**config.mk**
```make
export PLATFORM = sky130hd
export DESIGN_NAME = cpna_divider
export DESIGN_NICKNAME = d
export VERILOG_FILES = /design/src/rtl/cpna_pkg.sv /design/src/rtl/cpna_divider.sv
export SDC_FILE = /design/constraint.sdc
export NUM_CORES = 1
export LEC_CHECK = 0
export BUFFER_PORTS_ARGS = -buffer_cell sky130_fd_sc_hd__buf_2
export CAP_MARGIN = 25
export CORE_ASPECT_RATIO = 0.5
export CORE_MARGIN = 4
export CORE_UTILIZATION = 45
export CTS_BUF_LIST = sky130_fd_sc_hd__clkbuf_4
export DETAILED_ROUTE_END_ITERATION = 6
export PLACE_DENSITY_LB_ADDON = 0.15
export RECOVER_POWER = 50
export SYNTH_ARGS = -nofsm -noshare
export SYNTH_HDL_FRONTEND = slang
export SYNTH_SLANG_ARGS = --single-unit
```
**constraint.sdc**
```tcl
create_clock -name clk -period 2.2 [get_ports clk]
set_input_delay 0.44 -clock clk [delete_from_list [all_inputs] [get_ports clk]]
set_output_delay 0.44 -clock clk [all_outputs]
set_load 0.01 [all_outputs]
```
**src/rtl/cpna_pkg.sv**
```systemverilog
// shared types, codes and defaults of the channel pedestal and noise accumulator
package cpna_pkg;

	localparam int CHANNELS_DEF   = 2048;
	localparam int GAINS_DEF      = 3;
	localparam int ADC_BITS_DEF   = 12;
	localparam int COUNT_BITS_DEF = 16;

	localparam int CHAN_FIELD_W  = 11;
	localparam int GAIN_FIELD_W  = 2;
	localparam int ADC_FIELD_W   = 12;
	localparam int COUNT_FIELD_W = 16;
	localparam int PED_W         = 20;
	localparam int NOISE_W       = 19;
	localparam int CFG_W         = 12;
	localparam int FRAC_BITS     = 8;

	localparam logic [CFG_W-1:0] CHANNELS_IN_USE_RST = 12'd2048;
	localparam logic [1:0]       FIRST_GAIN_RST      = 2'd1;

	typedef enum logic [0:0] {
		CFG_CHANNELS_IN_USE = 1'b0,
		CFG_FIRST_GAIN_CODE = 1'b1
	} cfg_index_t;

	typedef enum logic [0:0] {
		OP_ACCUMULATE = 1'b0,
		OP_READ       = 1'b1
	} op_t;

	typedef enum logic [2:0] {
		ST_ACCUMULATED = 3'd0,
		ST_BAD_GAIN    = 3'd1,
		ST_BAD_CHANNEL = 3'd2,
		ST_COUNT_FULL  = 3'd3,
		ST_READ_DONE   = 3'd4
	} status_t;

	typedef enum logic [3:0] {
		S_IDLE,
		S_READ,
		S_MUL,
		S_MUL2,
		S_SUB,
		S_SQRT,
		S_NDIV,
		S_NOISE,
		S_HOLD
	} fsm_t;

endpackage

```
**src/rtl/cpna_divider.sv**
```systemverilog
// restoring divider, one quotient bit per cycle
module cpna_divider import cpna_pkg::*; #(
	parameter int XW = 36,
	parameter int DW = 16
) (
	input  logic          clk,
	input  logic          arst_n,
	input  logic          start,
	input  logic [XW-1:0] dividend,
	input  logic [DW-1:0] divisor,
	output logic [XW-1:0] quotient,
	output logic          done
);

	localparam int CNTW = $clog2(XW + 1);

	logic [XW-1:0]   x_q;
	logic [DW-1:0]   rem_q;
	logic [DW-1:0]   d_q;
	logic [CNTW-1:0] cnt_q;
	logic            run_q;
	logic            done_q;
	logic [DW:0]     raw;
	logic            take;

	always_comb begin
		raw  = {rem_q, x_q[XW-1]};
		take = raw >= {1'b0, d_q};
	end

	always_ff @(posedge clk or negedge arst_n) begin
		if (!arst_n) begin
			run_q  <= 1'b0;
			done_q <= 1'b0;
			cnt_q  <= '0;
		end else begin
			done_q <= 1'b0;
			if (start) begin
				run_q <= 1'b1;
				cnt_q <= CNTW'(XW);
			end else if (run_q) begin
				cnt_q <= cnt_q - 1'b1;
				if (cnt_q == CNTW'(1)) begin
					run_q  <= 1'b0;
					done_q <= 1'b1;
				end
			end
		end
	end

	always_ff @(posedge clk) begin
		if (start) begin
			x_q   <= dividend;
			d_q   <= divisor;
			rem_q <= '0;
		end else if (run_q) begin
			rem_q <= take ? DW'(raw - {1'b0, d_q}) : DW'(raw);
			x_q   <= {x_q[XW-2:0], take};
		end
	end

	assign quotient = x_q;
	assign done     = done_q;

endmodule

```
==> metrics.txt <==
# TYPE chip_impl_metric gauge
chip_impl_metric{name="antenna_violations_before_repair",unit=""} 1
chip_impl_metric{name="critPathRequiredTime",unit="ns"} 2.54
chip_impl_metric{name="die-width",unit="µm"} 144
chip_impl_metric{name="clk-insertion-delay-late",unit="ns"} 0.45
chip_impl_metric{name="cp.arrival",unit="ns"} 2.66
chip_impl_info{name="highest_layer",value="met4"} 1
chip_impl_metric{name="holdWs",unit="ns"} 0.155
chip_impl_metric{name="place_congestion",unit=""} 0.926
chip_impl_metric{name="number_of_global_route_vias_before_repair",unit=""} 3446
chip_impl_metric{name="cts.reportedPaths.clkPinSlew",unit="ns"} 0.14
chip_impl_metric{name="synth.cell_area",unit="µm²"} 4140
chip_impl_metric{name="utilization",unit="%"} 63.0
chip_impl_info{name="crit_path_frequent_cell",value="inv_2"} 1
chip_impl_metric{name="final.period_utilization",unit="%"} 105
chip_impl_metric{name="route.layer.met1.wl",unit="µm"} 4390
chip_impl_info{name="setup.worst_path.end_class",value="flop"} 1
chip_impl_metric{name="maximum_operating_frequency",unit="GHz"} 0.431
chip_impl_metric{name="yosysTopAreaCellShare",unit="%"} 37.8
chip_impl_metric{name="post-place-cells",unit=""} 576
chip_impl_metric{name="crit_path_max_fanout",unit=""} 2
chip_impl_metric{name="timing.setup.tns",unit="ns"} -0.577
chip_impl_metric{name="drt_pre_antenna_iters",unit=""} 4
chip_impl_info{name="criticalPathCategory",value="flop to flop"} 1
chip_impl_metric{name="worst_path_largest_cell_delay",unit="ns"} 0.43
chip_impl_metric{name="pleak",unit="nW"} 2.36
chip_impl_metric{name="proportion_of_synthesized_flip_flops_having_asynchronous_set_or_reset",unit="%"} 10.5
chip_impl_metric{name="finalWirelength",unit="µm"} 10400
chip_impl_metric{name="placementRows",unit=""} 24
chip_impl_metric{name="grt_first_pass_wirelength",unit="µm"} 16500
chip_impl_metric{name="antenna_left",unit=""} 0
chip_impl_info{name="postSynth.topFlopCell",value="edfxtp_1"} 1
chip_impl_metric{name="tritoncts.num_buffers",unit=""} 9
chip_impl_metric{name="hpwl",unit="µm"} 7100
chip_impl_metric{name="worstMarginPinSlew",unit="ns"} 0.739
chip_impl_metric{name="num_vias",unit=""} 3320
chip_impl_info{name="tritoncts",value="done"} 1
chip_impl_metric{name="setup_viol_count_final",unit=""} 9
chip_impl_metric{name="routed-wl-met3",unit="µm"} 634
chip_impl_info{name="critical-path-slowest-cell",value="edfxtp_1"} 1
chip_impl_metric{name="vias_per_cell",unit=""} 5.42
chip_impl_metric{name="area_growth_syn_to_layout",unit="%"} 34.6
chip_impl_metric{name="yosys.cell_types.count",unit=""} 62
chip_impl_metric{name="synth-edff-count",unit=""} 52
chip_impl_info{name="main_area_contributors_after_synthesis",value="edfxtp_1 (38%), mux2_2 (9.8%), dfxtp_1 (7.7%), ha_1 (5.4%), dfrtp_1 (4.8%)"} 1
chip_impl_metric{name="wl_met2",unit="µm"} 5150
chip_impl_metric{name="drive_above_1_share",unit="%"} 52.4
chip_impl_info{name="synth_top_cells_by_count",value="edfxtp_1 (52), mux2_2 (36), nand2_1 (25)"} 1
chip_impl_metric{name="timing.final.hold_violations",unit=""} 0
chip_impl_metric{name="grt-ovfl-total",unit=""} 0
chip_impl_metric{name="dr.first_iter.drc_count",unit=""} 120
chip_impl_metric{name="io-pin-count",unit=""} 92
chip_impl_metric{name="placement.cell_area",unit="µm²"} 4950
chip_impl_metric{name="synthesized_netlist_net_count",unit=""} 426
chip_impl_metric{name="max-slew-margin-rel",unit="%"} 50.7
chip_impl_metric{name="synth_register_bits",unit=""} 76
chip_impl_metric{name="finalMaxSlewViolations",unit=""} 0
chip_impl_metric{name="design.final.nets",unit=""} 563
chip_impl_metric{name="fin_area",unit="µm²"} 5570
chip_impl_info{name="synth_top_cell_by_area",value="edfxtp_1"} 1
chip_impl_metric{name="port_buffers",unit=""} 91
chip_impl_metric{name="cts.path.max_buffers",unit=""} 2
chip_impl_info{name="root_buffer",value="clkbuf_4"} 1
chip_impl_metric{name="remaining_drc_errors",unit=""} 0
chip_impl_metric{name="post-route-worst-setup-slack",unit="ns"} -0.119
chip_impl_metric{name="start_util",unit="%"} 46.8
chip_impl_info{name="worst_hold_path_type",value="input port to flop"} 1
chip_impl_metric{name="cts.sink_count",unit=""} 76
chip_impl_metric{name="core_area",unit="µm²"} 8830
chip_impl_metric{name="final_period_minus_worst_setup_slack",unit="ns"} 2.32
chip_impl_metric{name="detail_route.wl_per_cell",unit="µm"} 17.0
chip_impl_info{name="cp-start-kind",value="flop"} 1
chip_impl_metric{name="dp_worst_setup_slack",unit="ns"} -0.145
chip_impl_metric{name="die_height",unit="µm"} 75.8
chip_impl_metric{name="maximum_capacitance_violations",unit=""} 0
chip_impl_metric{name="worst_voltage_drop_across_the_vdd_grid",unit="V"} 0.000379
chip_impl_metric{name="synthesis.yosys.warnings",unit=""} 0
chip_impl_metric{name="power",unit="mW"} 3.40
chip_impl_info{name="status",value="finished with violations"} 1
chip_impl_info{name="timing.critical_path.cells",value="inv_2 > ha_4 > inv_2 > fa_2 > a21o_1 > a21oi_2 > o21a_1 > mux2_4 > o211ai_1 > o311ai_1"} 1
chip_impl_info{name="synth.most_common_cell",value="edfxtp_1"} 1
chip_impl_metric{name="grt_usage",unit="%"} 19.5
chip_impl_info{name="rsz0062_at_grt",value="yes"} 1
chip_impl_metric{name="grt_start_max_net_pins",unit=""} 49
chip_impl_info{name="violations",value="setup timing"} 1
chip_impl_metric{name="worst_clock_skew",unit="ns"} 0.0135
chip_impl_metric{name="synth-seq-area-share",unit="%"} 50.3
chip_impl_metric{name="layoutNonFillerInstCount",unit=""} 612
chip_impl_metric{name="post_synth_inst_count",unit=""} 352
chip_impl_metric{name="power-per-cell-area",unit="nW/µm²"} 611
chip_impl_metric{name="synth.avg_cell_area",unit="µm²"} 11.7
chip_impl_metric{name="htree_num_levels",unit=""} 3
chip_impl_metric{name="design.die.area",unit="µm²"} 10900
## cell type report
| cell class | count | area (µm²) |
|---|---|---|
| Timing Repair Buffer | 147 | 906 |
| Clock buffer | 10 | 75.1 |
| Inverter | 24 | 93.8 |
| Fill cell | 696 | 3260 |
| Multi-Input combinational cell | 231 | 2190 |
| Tap cell | 117 | 146 |
| Clock inverter | 6 | 71.3 |
| Antenna cell | 1 | 2.50 |
| Sequential cell | 76 | 2080 |
## flip-flops by register name, summed over array words and instances (netlist names)
signal,count
rem_q,16
cnt_q,6
run_q,1
done,1
quotient,36
d_q,16
## cells by family (layout without fill, tap and decap cells)
logic type               count (synthesis)  count (layout)  synth area share, %
AO/OA/AOI/OAI                           67              68                 12.8
XOR/XNOR                                15              15                 3.18
adder cells (fa/ha/maj)                 19              19                 5.93
buffers and inverters                   46             187                 5.42
flip-flops                              76              76                 50.3
multiplexers                            39              39                 10.5
other                                    0               1                    0
AND/OR/NAND/NOR                         90              90                 11.8
## worst max-delay path: cells and delay by family (launching register included)
family	cells	cell delay [ns]
adders and majority gates	2	0.47
DFF	1	0.43
AOI/OAI and AO/OA	5	0.89
buffers and inverters	2	0.13
muxes	1	0.32
## power breakdown
group	internal [mW]	switching, mW
registers	1.67	0.0749
clock network	0.368	0.538
logic	0.381	0.372
## path summary, 6_finish.rpt
check,slack [ns],cells after the start,to,startpoint
max,-0.12,10,rem_q[12],quotient[35]
min,0.15,1,d_q[13],divisor[13]
max reg2reg,-0.12,10,rem_q[12],quotient[35]
min reg2reg,0.55,2,cnt_q[5],cnt_q[5]
max in group asynchronous,1.48,2,run_q,arst_n
min in group asynchronous,0.42,2,cnt_q[0],arst_n
## layer usage
layer | global-route usage, % | vias to the layer above
met5 | 0 | -
met4 | 6.47 | 0
met3 | 7.59 | 22
met2 | 34.0 | 96
met1 | 22.6 | 1617
li1 | - | 1585
## cell usage in the layout, fill, tap and decap left out, types with 4 or more instances in the layout
| cell | n |
|---|---|
| buf_2 | 90 |
| edfxtp_1 | 52 |
| buf_4 | 46 |
| mux2_2 | 35 |
| nor2_1 | 22 |
| nand2_1 | 21 |
| inv_1 | 17 |
| dfxtp_1 | 16 |
| ha_4 | 13 |
| clkbuf_4 | 10 |
| a21o_1 | 8 |
| nand2_2 | 8 |
| dfrtp_1 | 8 |
| inv_2 | 6 |
| a21oi_1 | 6 |
| nand3_1 | 6 |
| xnor2_1 | 6 |
| xor2_1 | 6 |
| a311oi_2 | 6 |
| a21oi_2 | 5 |
| o211ai_1 | 5 |
| ha_1 | 5 |
| nor3_1 | 4 |
| a311oi_1 | 4 |
| o21ai_0 | 4 |
| clkbuf_1 | 4 |
| buf_6 | 4 |
## timing repair
item,4_1_cts,5_1_grt
endpoints found under the hold margin,8,0
resized for setup,26,35
setup endpoints to repair,17,17
cloned,2,0
setup buffers,9,8
hold buffers,1,0
pin swaps,19,19
Power figures use the tool's default switching activity.
