==> src/rtl/cpna_pkg.sv <==
// shared types, codes and defaults of the channel pedestal and noise accumulator
package cpna_pkg;

	localparam int CHANNELS_DEF   = 2048;
	localparam int GAINS_DEF      = 3;
	localparam int ADC_BITS_DEF   = 12;
	localparam int COUNT_BITS_DEF = 16;

	localparam int CHAN_FIELD_W  = 11;
	localparam int GAIN_FIELD_W  = 2;
	localparam int ADC_FIELD_W   = 12;
	localparam int COUNT_FIELD_W = 16;
	localparam int PED_W         = 20;
	localparam int NOISE_W       = 19;
	localparam int CFG_W         = 12;
	localparam int FRAC_BITS     = 8;

	localparam logic [CFG_W-1:0] CHANNELS_IN_USE_RST = 12'd2048;
	localparam logic [1:0]       FIRST_GAIN_RST      = 2'd1;

	typedef enum logic [0:0] {
		CFG_CHANNELS_IN_USE = 1'b0,
		CFG_FIRST_GAIN_CODE = 1'b1
	} cfg_index_t;

	typedef enum logic [0:0] {
		OP_ACCUMULATE = 1'b0,
		OP_READ       = 1'b1
	} op_t;

	typedef enum logic [2:0] {
		ST_ACCUMULATED = 3'd0,
		ST_BAD_GAIN    = 3'd1,
		ST_BAD_CHANNEL = 3'd2,
		ST_COUNT_FULL  = 3'd3,
		ST_READ_DONE   = 3'd4
	} status_t;

	typedef enum logic [3:0] {
		S_IDLE,
		S_READ,
		S_MUL,
		S_MUL2,
		S_SUB,
		S_SQRT,
		S_NDIV,
		S_NOISE,
		S_HOLD
	} fsm_t;

endpackage

==> src/rtl/cpna_sqrt.sv <==
// digit-by-digit integer square root, one root bit per cycle
module cpna_sqrt import cpna_pkg::*; #(
	parameter int RTW = 36
) (
	input  logic             clk,
	input  logic             arst_n,
	input  logic             start,
	input  logic [2*RTW-1:0] radicand,
	output logic [RTW-1:0]   root,
	output logic             done
);

	localparam int RW   = 2 * RTW;
	localparam int CNTW = $clog2(RTW + 1);

	logic [RW-1:0]   rad_q;
	logic [RTW:0]    rem_q;
	logic [RTW-1:0]  root_q;
	logic [CNTW-1:0] cnt_q;
	logic            run_q;
	logic            done_q;
	logic [RTW+2:0]  raw;
	logic [RTW+2:0]  trial;
	logic            take;

	always_comb begin
		raw   = {rem_q, rad_q[RW-1:RW-2]};
		trial = {1'b0, root_q, 2'b01};
		take  = raw >= trial;
	end

	always_ff @(posedge clk or negedge arst_n) begin
		if (!arst_n) begin
			run_q  <= 1'b0;
			done_q <= 1'b0;
			cnt_q  <= '0;
		end else begin
			done_q <= 1'b0;
			if (start) begin
				run_q <= 1'b1;
				cnt_q <= CNTW'(RTW);
			end else if (run_q) begin
				cnt_q <= cnt_q - 1'b1;
				if (cnt_q == CNTW'(1)) begin
					run_q  <= 1'b0;
					done_q <= 1'b1;
				end
			end
		end
	end

	always_ff @(posedge clk) begin
		if (start) begin
			rad_q  <= radicand;
			rem_q  <= '0;
			root_q <= '0;
		end else if (run_q) begin
			rem_q  <= take ? (RTW+1)'(raw - trial) : (RTW+1)'(raw);
			rad_q  <= {rad_q[RW-3:0], 2'b00};
			root_q <= {root_q[RTW-2:0], take};
		end
	end

	assign root = root_q;
	assign done = done_q;

endmodule

==> config.mk <==
export PLATFORM = sky130hd
export DESIGN_NAME = cpna_sqrt
export DESIGN_NICKNAME = d
export VERILOG_FILES = /design/src/rtl/cpna_pkg.sv /design/src/rtl/cpna_sqrt.sv
export SDC_FILE = /design/constraint.sdc
export NUM_CORES = 1
export LEC_CHECK = 0
export ABC_AREA = 1
export ABC_CLOCK_PERIOD_IN_PS = 3700
export BUFFER_PORTS_ARGS = -buffer_cell sky130_fd_sc_hd__clkbuf_2
export CORE_ASPECT_RATIO = 0.9
export CORE_MARGIN = 5
export CORE_UTILIZATION = 25
export DETAILED_ROUTE_END_ITERATION = 12
export SYNTH_ARGS = -nofsm -noshare
export SYNTH_HDL_FRONTEND = slang
export SYNTH_SLANG_ARGS = --single-unit
==> constraint.sdc <==
create_clock -name clk -period 3.7 [get_ports clk]
set_input_delay 0.74 -clock clk [delete_from_list [all_inputs] [get_ports clk]]
set_output_delay 0.74 -clock clk [all_outputs]
set_load 0.03 [all_outputs]
==> results of run 1 <==
-- synth_stat cells, types with 5 or more instances --
master	number
nand4_1	10
nor3_1	6
o21ai_1	6
o21ai_0	17
xnor2_1	5
clkbuf_1	31
nor2_1	60
edfxtp_1	72
a21oi_1	30
o22ai_1	36
dfrtp_1	8
ha_1	40
nand3_2	10
nand3_1	83
o21bai_1	7
nand3b_1	6
nor2_2	6
dfxtp_1	73
buf_2	5
inv_2	5
xor2_1	10
nand2_1	584
inv_1	180
-- worst min-delay path by stage --
stage | to | slack [ps] | cells past startpoint
2_1_floorplan | rem_q[35] | 430 | 2
3_3_place_gp | rem_q[35] | 450 | 2
3_5_place_dp | rem_q[35] | 450 | 2
4_1_cts | done | 130 | 1
5_1_grt | done | 140 | 1
6_report | done | 140 | 1
-- final cells by class --
type	instances	area (µm²)	area share (%)
multi-input combinational	931	4420	41.2
sequential	153	3820	35.6
inverter	186	701	6.53
timing repair buffer	123	646	6.02
tap	476	596	5.55
clock buffer	21	460	4.29
clock inverter	11	83.8	0.781
-- registers in the layout (all words and copies together) (netlist names) --
register	cells
rad_q	72
root	36
run_q	1
done	1
rem_q	37
cnt_q	6
-- power by group through the flow --
stage,Clock (µW),Sequential (µW),Combinational [µW]
after floorplan,0,2200,3620
after global placement,0,2220,4700
after detailed placement,0,2220,4700
after CTS,1690,2190,4730
after global routing,1760,2220,5390
final,1640,2190,4760
-- per-stage QoR --
| step | hold WS [ps] | util (%) | setup slack [ps] | instances | total power, µW |
|---|---|---|---|---|---|
| 2_1_floorplan | 430 | - | 880 | 1311 | 5820 |
| 3_3_place_gp | 451 | 28.2 | 721 | 1869 | 6920 |
| 3_5_place_dp | 452 | 28.2 | 742 | 1869 | 6930 |
| 4_1_cts | 131 | 29.7 | 736 | 1901 | 8610 |
| 5_1_grt | 145 | 29.7 | 528 | 1901 | 9370 |
| 6_report | 141 | 29.7 | 742 | 1901 | 8590 |
-- worst reg2reg max path: stages (launching register included) --
cell and delay, ps:
dfxtp_1 330, inv_1 120, ha_1 410, nand2_1 160, inv_2 50, nand2_1 120
inv_2 50, nand2_1 70, inv_1 50, nand2_1 100, nand3_2 120, nand2_4 370
nand2_4 410, nand2_2 280, o21ai_0 180
-- routing by layer --
metal,wire length [µm],GRT usage (%),part of all wire (%)
met5,25,0,0.095
met4,280,2.72,1.1
met3,2180,4.09,8.3
met2,11000,19.8,42
met1,12900,18.5,49
-- kinds of logic after synthesis --
family          after synthesis  synth area share, %
buf+inv                     227                 9.73
xor+xnor                     15                 1.44
flops                       153                 41.9
simple gates                777                 35.3
compound gates               99                 6.20
fa+ha+maj                    40                 5.48
==> results_dict.tcl, run 1 <==
set metrics [dict create \
    clk_root_buffer_cell "clkbuf_16" \
    cts.reportedPaths.clkPinSlew_ps 70 \
    post-route-period-util_pct 79.9 \
    finish.net_count 1527 \
    n_fill_cell 3964 \
    first_pass_grt_wire_length_um 42900 \
    worstPathMaxFanout 38 \
    cp.arrival_ps 3230 \
    yosys.cell_types.count 37 \
    stdcell_area_um2 10700 \
    ctsLongestPathBuffers 2 \
    post_synth_inst_count 1311 \
    clock_network_latency_to_the_later_pin_of_the_worst_skew_pair_ps 430 \
    timing.final.max_slew_violations 0 \
    grt_max_degree 75 \
    layout-drive-gt1-share_pct 12.9 \
    cts-htree-levels 4 \
    antenna_found_initial 2 \
    mostFrequentLayoutCell "nand2_1" \
    grt_setup_unrepaired "no" \
    first_global_vias 8163 \
    clk_network_pwr_share_pct 19.1 \
    power_per_cell_area_nw_per_um2 801 \
    dp_hpwl_um 20200 \
    cpMaxStageDelayCell "ha_1" \
    setup.worst_path.start_class "register" \
    worst_setup_path_endpoint "root[0]" \
    largest_voltage_drop_on_the_vdd_net_uv 412 \
    switching_share_pct 47.6 \
    number_of_remaining_drc_errors 0 \
    p_sw_uw 4090 \
    critical_path.top_delay_family "simple AND/OR/NAND/NOR gates" \
    synth_seq_cells 153 \
    initial_utilization_pct 25.3 \
    dr.pass1.iters 5 \
    post_synth_main_area_contributors "nand2_1 24%, edfxtp_1 24%, dfxtp_1 16%, inv_1 7.4%, ha_1 5.5%" \
    synthesis.area_per_instance_um2 6.96 \
    cp_num_cells 14 \
    chipHeight_um 191 \
    drt_wl_total_um 26400 \
    detailedRoute.firstIterationViolations 536 \
    rr_startpoint "root[15]" \
    period_needed_ps 2960 \
    placed_area_um2 10200 \
    fin_setup_tns_ps 0 \
    run_status "complete, no violations" \
    gr-total-overflow 0 \
    ant_nets 0 \
    synth_enable_flop_cells 72 \
    timing.reg2reg.worst_path_depth 14 \
    antennaDiodeCount 0 \
    cp_cell_sequence "inv_1 > ha_1 > nand2_1 > inv_2 > nand2_1 > inv_2 > nand2_1 > inv_1 > nand2_1 > nand3_2 > nand2_4 > nand2_4 > nand2_2 > o21ai_0" \
    synth_largest_area_cell "nand2_1" \
    area_delta_synth_final_pct 17.6 \
    route.vias.total 8309 \
    syn-cell-area_um2 9130 \
    num_rows 66 \
    die_area_um2 40400 \
    synth_top_cell_area_share_pct 24.0 \
    post_drt_wl_per_cell_um 13.9 \
    dieWidth_um 211 \
    power_leakage_uw 0.00560 \
    max_stage_delay_ps 410 \
    hold_viol 0 \
    maxCapViolations 0 \
    crit_buf_inv 4 \
    crit_top_cell "nand2_1" \
    power_frac_seq_pct 25.5 \
    yosys_warnings 0 \
    total_cts_buffers 17 \
    post_cts_resized 0 \
    r2r_setup_slack_ps 740 \
    critical_path_start "root[15]" \
    tritoncts_clock_tree "done" \
    sequential_element_share_of_the_synthesized_area_pct 41.9 \
    post_dr_vias_cell 4.37 \
    worst_setup_path_end_kind "register" \
    maxSlewHeadroom_pct 51.4 \
    fmax_mhz 338 \
    tritoncts_num_sinks 153 \
    postSynth.topFlopCell "dfxtp_1" \
    postSynthNetCount 1426 \
    mostFrequentLayoutCells "584 x nand2_1, 179 x inv_1, 111 x clkbuf_2, 83 x nand3_1, 73 x dfxtp_1" \
    timing.rr.end "root[0]" \
    min-delay-path-class "in -> async" \
    gp_congestion 0.947 \
    cp.required_ps 3980 \
    internal_power_of_the_cells_uw 4500 \
    core_area_um2 36100 \
    timing.setup.critical_path_class "reg -> reg" \
    max_slew.worst_pin.slew_ps 730 \
    cts_hold_buf 0 \
    portBuffers 111 \
    async_flop_share_pct 5.23 \
    cts_setup_buffers 0 \
    timing.clock.skew_ps 13.3 \
    finalSetupViolations 0 \
    num_io_pins 112 \
    power_frac_comb_pct 55.4 \
    grtUsageTotal_pct 13.1 \
]
No activity file was read; power rests on OpenSTA's default activity.
==> run 2, diff against run 1 <==
- ABC_AREA: 1 -> 0
- ABC_CLOCK_PERIOD_IN_PS: 3700 -> 3000
- clock period: 3.7 -> 3 ns (I/O delays scaled with it)
==> run 2 against run 1 <==
  * Flip-flop and latch count unchanged
  * Synthesized area fell by 7.7%
  * Cell area fell by 1.4%
  * Non-clock buffer count rose by 41
  * Combinational power increased by 17%
  * Global-route usage decreased by 2.6 points
  * Hold slack better by 280 ps
  * Critical path depth is the same
  * Die area decreased by 7.4%
  * Via count fell by 23%
  * Worst setup slack got worse by 620 ps
==> results_dict.tcl, run 2 <==
set metrics [dict create \
    worst_setup_path_end_kind "register" \
    first_global_vias 6098 \
    hold_slack_ps 425 \
    finish.net_count 1070 \
    synthTopCellsByCount "92 x nor2_1, 73 x dfxtp_1, 72 x edfxtp_1, 72 x mux2_2, 58 x mux2i_1" \
    run_status "complete, no violations" \
    dieWidth_um 203 \
    post-route-period-util_pct 95.9 \
    area_delta_synth_final_pct 25.6 \
    core_area_um2 33100 \
    cp.required_ps 3290 \
    gr-total-overflow 0 \
    internal_power_of_the_cells_uw 6550 \
    total_cts_buffers 17 \
    drt_wl_total_um 20300 \
    multi_input_area_um2 4330 \
    finalWorstSetupSlack_ps 124 \
    async_flop_share_pct 5.23 \
    portBuffers 111 \
    syn-cell-area_um2 8420 \
    synth_seq_cells 153 \
    maxSlewHeadroom_pct 58.7 \
    clk_root_buffer_cell "clkbuf_16" \
    mostFrequentLayoutCell "clkbuf_2" \
    power_frac_comb_pct 53.5 \
    tritoncts_clock_tree "done" \
    mostFrequentLayoutCells "110 x clkbuf_2, 92 x nor2_1, 72 x mux2_2, 72 x edfxtp_1, 70 x dfxtp_1" \
    largest_reg_flops 72 \
    layoutNonFillerInstCount 1391 \
    hold_viol 0 \
    tritoncts_num_sinks 153 \
    route.vias.total 6421 \
    max_slew.worst_pin.slew_ps 618 \
    num_rows 63 \
    post_synth_main_area_contributors "edfxtp_1 26%, dfxtp_1 17%, mux2_2 9.6%, mux2i_1 6.9%, ha_1 5.9%" \
    timing.setup.critical_path_class "reg -> reg" \
    power_leakage_uw 0.00464 \
    clock_network_latency_to_the_later_pin_of_the_worst_skew_pair_ps 430 \
    die_area_um2 37500 \
    post_synth_inst_count 817 \
    numPlacedInstances 1337 \
    p_sw_uw 3890 \
    postSynthNetCount 932 \
    cpMaxStageDelayCell "dfxtp_2" \
    switching_share_pct 37.3 \
    postSynth.topFlopCell "dfxtp_1" \
    synth_largest_area_cell "edfxtp_1" \
    synthesis.area_per_instance_um2 10.3 \
    layout-drive-gt1-share_pct 31.2 \
    power_per_cell_area_nw_per_um2 987 \
    chipHeight_um 184 \
    fmax_mhz 348 \
    fin_setup_tns_ps 0 \
    gp_congestion 0.814 \
    yosys_warnings 0 \
    synth.most_common_cell "nor2_1" \
    sequential_element_share_of_the_synthesized_area_pct 45.4 \
    ctsLongestPathBuffers 2 \
    n_fill_cell 3447 \
    period_needed_ps 2880 \
    timing.clock.skew_ps 8.19 \
    initial_utilization_pct 25.4 \
    finalSetupViolations 0 \
    setup.worst_path.start_class "register" \
    max_stage_delay_ps 360 \
    largest-register "rad_q" \
    post_drt_wl_per_cell_um 14.6 \
    r2r_setup_slack_ps 120 \
    worstPathMaxFanout 6 \
    ant_nets 0 \
    first_pass_grt_wire_length_um 32200 \
    synth_enable_flop_cells 72 \
    synth_top_cell_area_share_pct 25.7 \
    min-delay-path-class "in -> reg" \
    grt_max_degree 107 \
    largest_voltage_drop_on_the_vdd_net_uv 508 \
    maxCapViolations 0 \
    number_of_remaining_drc_errors 0 \
    timing.final.max_slew_violations 0 \
    cts.reportedPaths.clkPinSlew_ps 70 \
    grtUsageTotal_pct 10.5 \
    pre_cts_slack_ps -14.8 \
    dr.pass1.iters 5 \
    dp_hpwl_um 14000 \
    report.power.total_uw 10400 \
    cp_cell_sequence "inv_1 > ha_4 > o211ai_1 > o211ai_2 > a41oi_2 > o211ai_2 > a41oi_2 > o31ai_4 > buf_6 > buf_12 > buf_12 > o2111ai_1 > o2111ai_1 > a21oi_1" \
    post_dr_vias_cell 4.62 \
    register_area_um2 3830 \
    clk_network_pwr_share_pct 20.2 \
    yosys.cell_types.count 56 \
    cp.arrival_ps 3170 \
    antenna_found_initial 1 \
    detailedRoute.firstIterationViolations 296 \
    power_frac_seq_pct 26.3 \
    cts-htree-levels 4 \
    num_io_pins 112 \
]
==> run 2: cell count changes after synthesis, sizes merged, moves of 11 or more <==
cell | before | now
nand3 | 93 | 7
o21a | 1 | 12
inv | 185 | 50
mux2 | 0 | 72
xnor2 | 5 | 18
o22ai | 36 | 0
a21o | 0 | 19
a211oi | 0 | 26
nor2 | 67 | 92
nand2 | 589 | 45
mux2i | 0 | 58
==> run 2: path summary, 6_finish.rpt <==
| check | cells past startpoint | to | start |
|---|---|---|---|
| hold / removal | 2 | cnt_q[1] | start |
| max in group asynchronous | 2 | run_q | arst_n |
| setup / recovery | 14 | rem_q[22] | root[1] |
| hold reg to reg | 2 | rem_q[4] | rem_q[4] |
| min in group asynchronous | 2 | cnt_q[4] | arst_n |
| setup reg to reg | 14 | rem_q[22] | root[1] |
==> run 2: kinds of logic after synthesis <==
| group | share of synthesized area [%] |
|---|---|
| AO/OA/AOI/OAI | 14.2 |
| XOR/XNOR | 3.12 |
| adder cells (fa/ha/maj) | 5.94 |
| buffers and inverters | 4.53 |
| flip-flops | 45.4 |
| multiplexers | 16.5 |
| AND/OR/NAND/NOR | 10.3 |
==> run 2: power by group through the flow <==
stage          Sequential [µW]  Combinational [µW]  Clock, µW
2_1_floorplan             2740                3590          0
3_3_place_gp              2770                4620          0
3_5_place_dp              2770                4650          0
4_1_cts                   2730                4680       2190
5_1_grt                   2790                6150       2290
6_report                  2750                5580       2110
==> run 2: stage by stage <==
step                      util, %  area [µm²]
after floorplan                 -        8420
after global placement       29.1        9630
after detailed placement     29.1        9630
after CTS                    30.8       10200
after global routing         31.9       10600
final                        31.9       10600
==> run 2: timing repair <==
item | CTS | global route
pin swaps | 2 | 16
endpoints found under the setup margin | 7 | 37
buffers inserted | 0 | 16
hold buffers | 1 | 0
gates cloned | 0 | 4
endpoints found under the hold margin | 7 | 0
resized for setup | 0 | 31
==> run 2: worst max-delay path: cells and delay by family, from the launching register on <==
family / cells / cell delay, ps
adder cells (fa/ha/maj): 1 / 270
buffers and inverters: 4 / 480
flip-flops: 1 / 360
AO/OA/AOI/OAI: 9 / 1630
==> run 2: layer usage <==
layer  GRT usage, %  wire [µm]  up-vias
li1               -          -     3223
met1           14.4       9540     3047
met2           15.6       9060      138
met3           4.49       1550       13
met4           2.13        155        0
met5              0          0        -
==> run 2: cell type report <==
cell class,instances,share of cell area (%)
timing repair buffer,164,10.7
sequential,153,36.2
clock buffer,18,4.06
tap,422,4.99
multi-input combinational,569,40.9
inverter,50,1.77
antenna,1,0.0237
clock inverter,14,1.30
==> run 3, diff against run 2 <==
- RECOVER_POWER: default -> 100
- SLEW_MARGIN: default -> 0
==> run 3 against run 2 <==
  * Wire length is 0.42% higher
  * Non-clock buffer count stayed put
  * Sequential power hardly changed
  * Fmax is 0.52% lower
  * Utilization is 0.25 points lower
  * Combinational power hardly changed
  * Clock skew hardly changed
  * Flip-flop and latch count stayed put
  * Register-to-register slack worse by 20 ps
  * Global-route usage stayed put
  * Largest cell class unchanged
==> results_dict.tcl, run 3 (synthesized netlist as in run 2, its figures left out) <==
set metrics [dict create \
    core_area_um2 33100 \
    timing.setup.critical_path_class "reg -> reg" \
    portBuffers 111 \
    first_pass_grt_wire_length_um 32200 \
    cts.reportedPaths.clkPinSlew_ps 70 \
    timing.reg2reg.worst_path_depth 14 \
    cp_cell_sequence "inv_1 > ha_4 > o211ai_1 > o211ai_2 > a41oi_2 > o211ai_2 > a41oi_2 > o31ai_4 > buf_6 > buf_12 > buf_12 > o2111ai_1 > o2111ai_1 > a21oi_1" \
    cp.arrival_ps 3180 \
    gr-total-overflow 0 \
    maxCapViolations 0 \
    min-delay-path-class "in -> reg" \
    timing.clock.skew_ps 8.34 \
    post_drt_wl_per_cell_um 14.7 \
    grtUsageTotal_pct 10.5 \
    cp.required_ps 3290 \
    finish.net_count 1070 \
    num_rows 63 \
    power_per_cell_area_nw_per_um2 994 \
    largest_reg_flops 72 \
    ant_nets 0 \
    post_dr_vias_cell 4.62 \
    numPlacedInstances 1337 \
    chipHeight_um 184 \
    maxSlewHeadroom_pct 44.8 \
    tritoncts_clock_tree "done" \
    cp_num_cells 14 \
    register_area_um2 3830 \
    dp_hpwl_um 14000 \
    tritoncts_num_sinks 153 \
    power_leakage_uw 0.00449 \
    cts-htree-levels 4 \
    worst_setup_path_end_kind "register" \
    number_of_remaining_drc_errors 0 \
    first_global_vias 6098 \
    report.power.total_uw 10400 \
    max_stage_delay_ps 360 \
    max_slew.worst_pin.slew_ps 828 \
    largest-register "rad_q" \
    gp_congestion 0.814 \
    crit_buf_inv 4 \
    multi_input_area_um2 4330 \
    finalSetupViolations 0 \
    clock_network_latency_to_the_later_pin_of_the_worst_skew_pair_ps 430 \
    dieWidth_um 203 \
    total_cts_buffers 17 \
    worstPathMaxFanout 6 \
    antenna_found_initial 1 \
    detailedRoute.firstIterationViolations 324 \
    hold_slack_ps 461 \
    layoutNonFillerInstCount 1391 \
    timing.hold.worst_path_depth 2 \
    run_status "complete, no violations" \
    area_delta_synth_final_pct 24.6 \
    hold_viol 0 \
    mostFrequentLayoutCell "nor2_1" \
    route.vias.total 6423 \
    die_area_um2 37500 \
    clk_root_buffer_cell "clkbuf_16" \
    drt_wl_total_um 20400 \
    critical_path.top_delay_family "compound AO/OA/AOI/OAI gates" \
    n_fill_cell 3458 \
    fmax_mhz 346 \
    num_io_pins 112 \
    grt_max_degree 107 \
    period_needed_ps 2890 \
    dr.pass1.iters 5 \
    mostFrequentLayoutCells "92 x nor2_1, 74 x clkbuf_2, 72 x edfxtp_1, 70 x dfxtp_1, 69 x mux2_2" \
    fin_setup_tns_ps 0 \
    timing.final.max_slew_violations 0 \
    layout-drive-gt1-share_pct 26.8 \
    post-route-period-util_pct 96.4 \
    cpMaxStageDelayCell "dfxtp_2" \
    initial_utilization_pct 25.4 \
    setup.worst_path.start_class "register" \
    largest_voltage_drop_on_the_vdd_net_uv 509 \
    ctsLongestPathBuffers 2 \
]
==> run 3: cell count changes in the layout (fill, tap and decap cells not counted), sizes merged <==
cell    previous run  this run
buf               50        47
clkbuf           131       134
==> run 3: final cells by class <==
| cell class | count | area share [%] |
|---|---|---|
| sequential | 153 | 36.5 |
| antenna | 1 | 0.0238 |
| timing repair buffer | 164 | 9.99 |
| multi-input combinational | 569 | 41.3 |
| clock buffer | 18 | 4.09 |
| tap | 422 | 5.03 |
| clock inverter | 14 | 1.31 |
| inverter | 50 | 1.79 |
==> run 3: worst reg2reg max path: stages (launching register included) <==
cell	delay, ps
dfxtp_2	360
inv_1	80
ha_4	270
o211ai_1	120
o211ai_2	270
a41oi_2	180
o211ai_2	260
a41oi_2	200
o31ai_4	290
buf_6	170
buf_12	120
buf_12	110
o2111ai_1	130
o2111ai_1	120
a21oi_1	80
==> run 3: worst paths after layout <==
check | start | slack [ps] | end
setup / recovery | root[1] | 110 | rem_q[22]
hold / removal | radicand[1] | 460 | rad_q[1]
setup reg to reg | root[1] | 110 | rem_q[22]
hold reg to reg | rem_q[4] | 510 | rem_q[4]
max in group asynchronous | arst_n | 1980 | run_q
min in group asynchronous | arst_n | 680 | cnt_q[4]
==> run 3: stage by stage <==
step | setup slack [ps] | cell area (µm²) | util [%]
floorplan | 122 | 8420 | -
detailed placement | -14.8 | 9630 | 29.1
global placement | 13.2 | 9630 | 29.1
global route | -67.0 | 10500 | 31.7
CTS | 15.4 | 10200 | 30.8
finish | 108 | 10500 | 31.7
==> run 3: where the power goes <==
part / leakage, µW / internal [µW] / switching (µW) / total, µW
Sequential: 0.00146 / 2540 / 212 / 2750
Clock: 0.000274 / 1160 / 945 / 2110
Combinational: 0.00276 / 2840 / 2740 / 5580
Total: 0.00449 / 6540 / 3890 / 10400
==> run 3: layer usage <==
layer | track usage (%) | routed length (µm)
met3 | 4.49 | 1570
met4 | 2.13 | 155
met1 | 14.4 | 9590
met2 | 15.6 | 9080
met5 | 0 | 0
==> run 3: repair_timing <==
item	4_1_cts	5_1_grt
endpoints found under the hold margin	7	0
gates cloned	0	4
resized for setup	0	31
buffers inserted	0	16
endpoints found under the setup margin	7	37
pin swaps	2	16
hold buffers	1	0
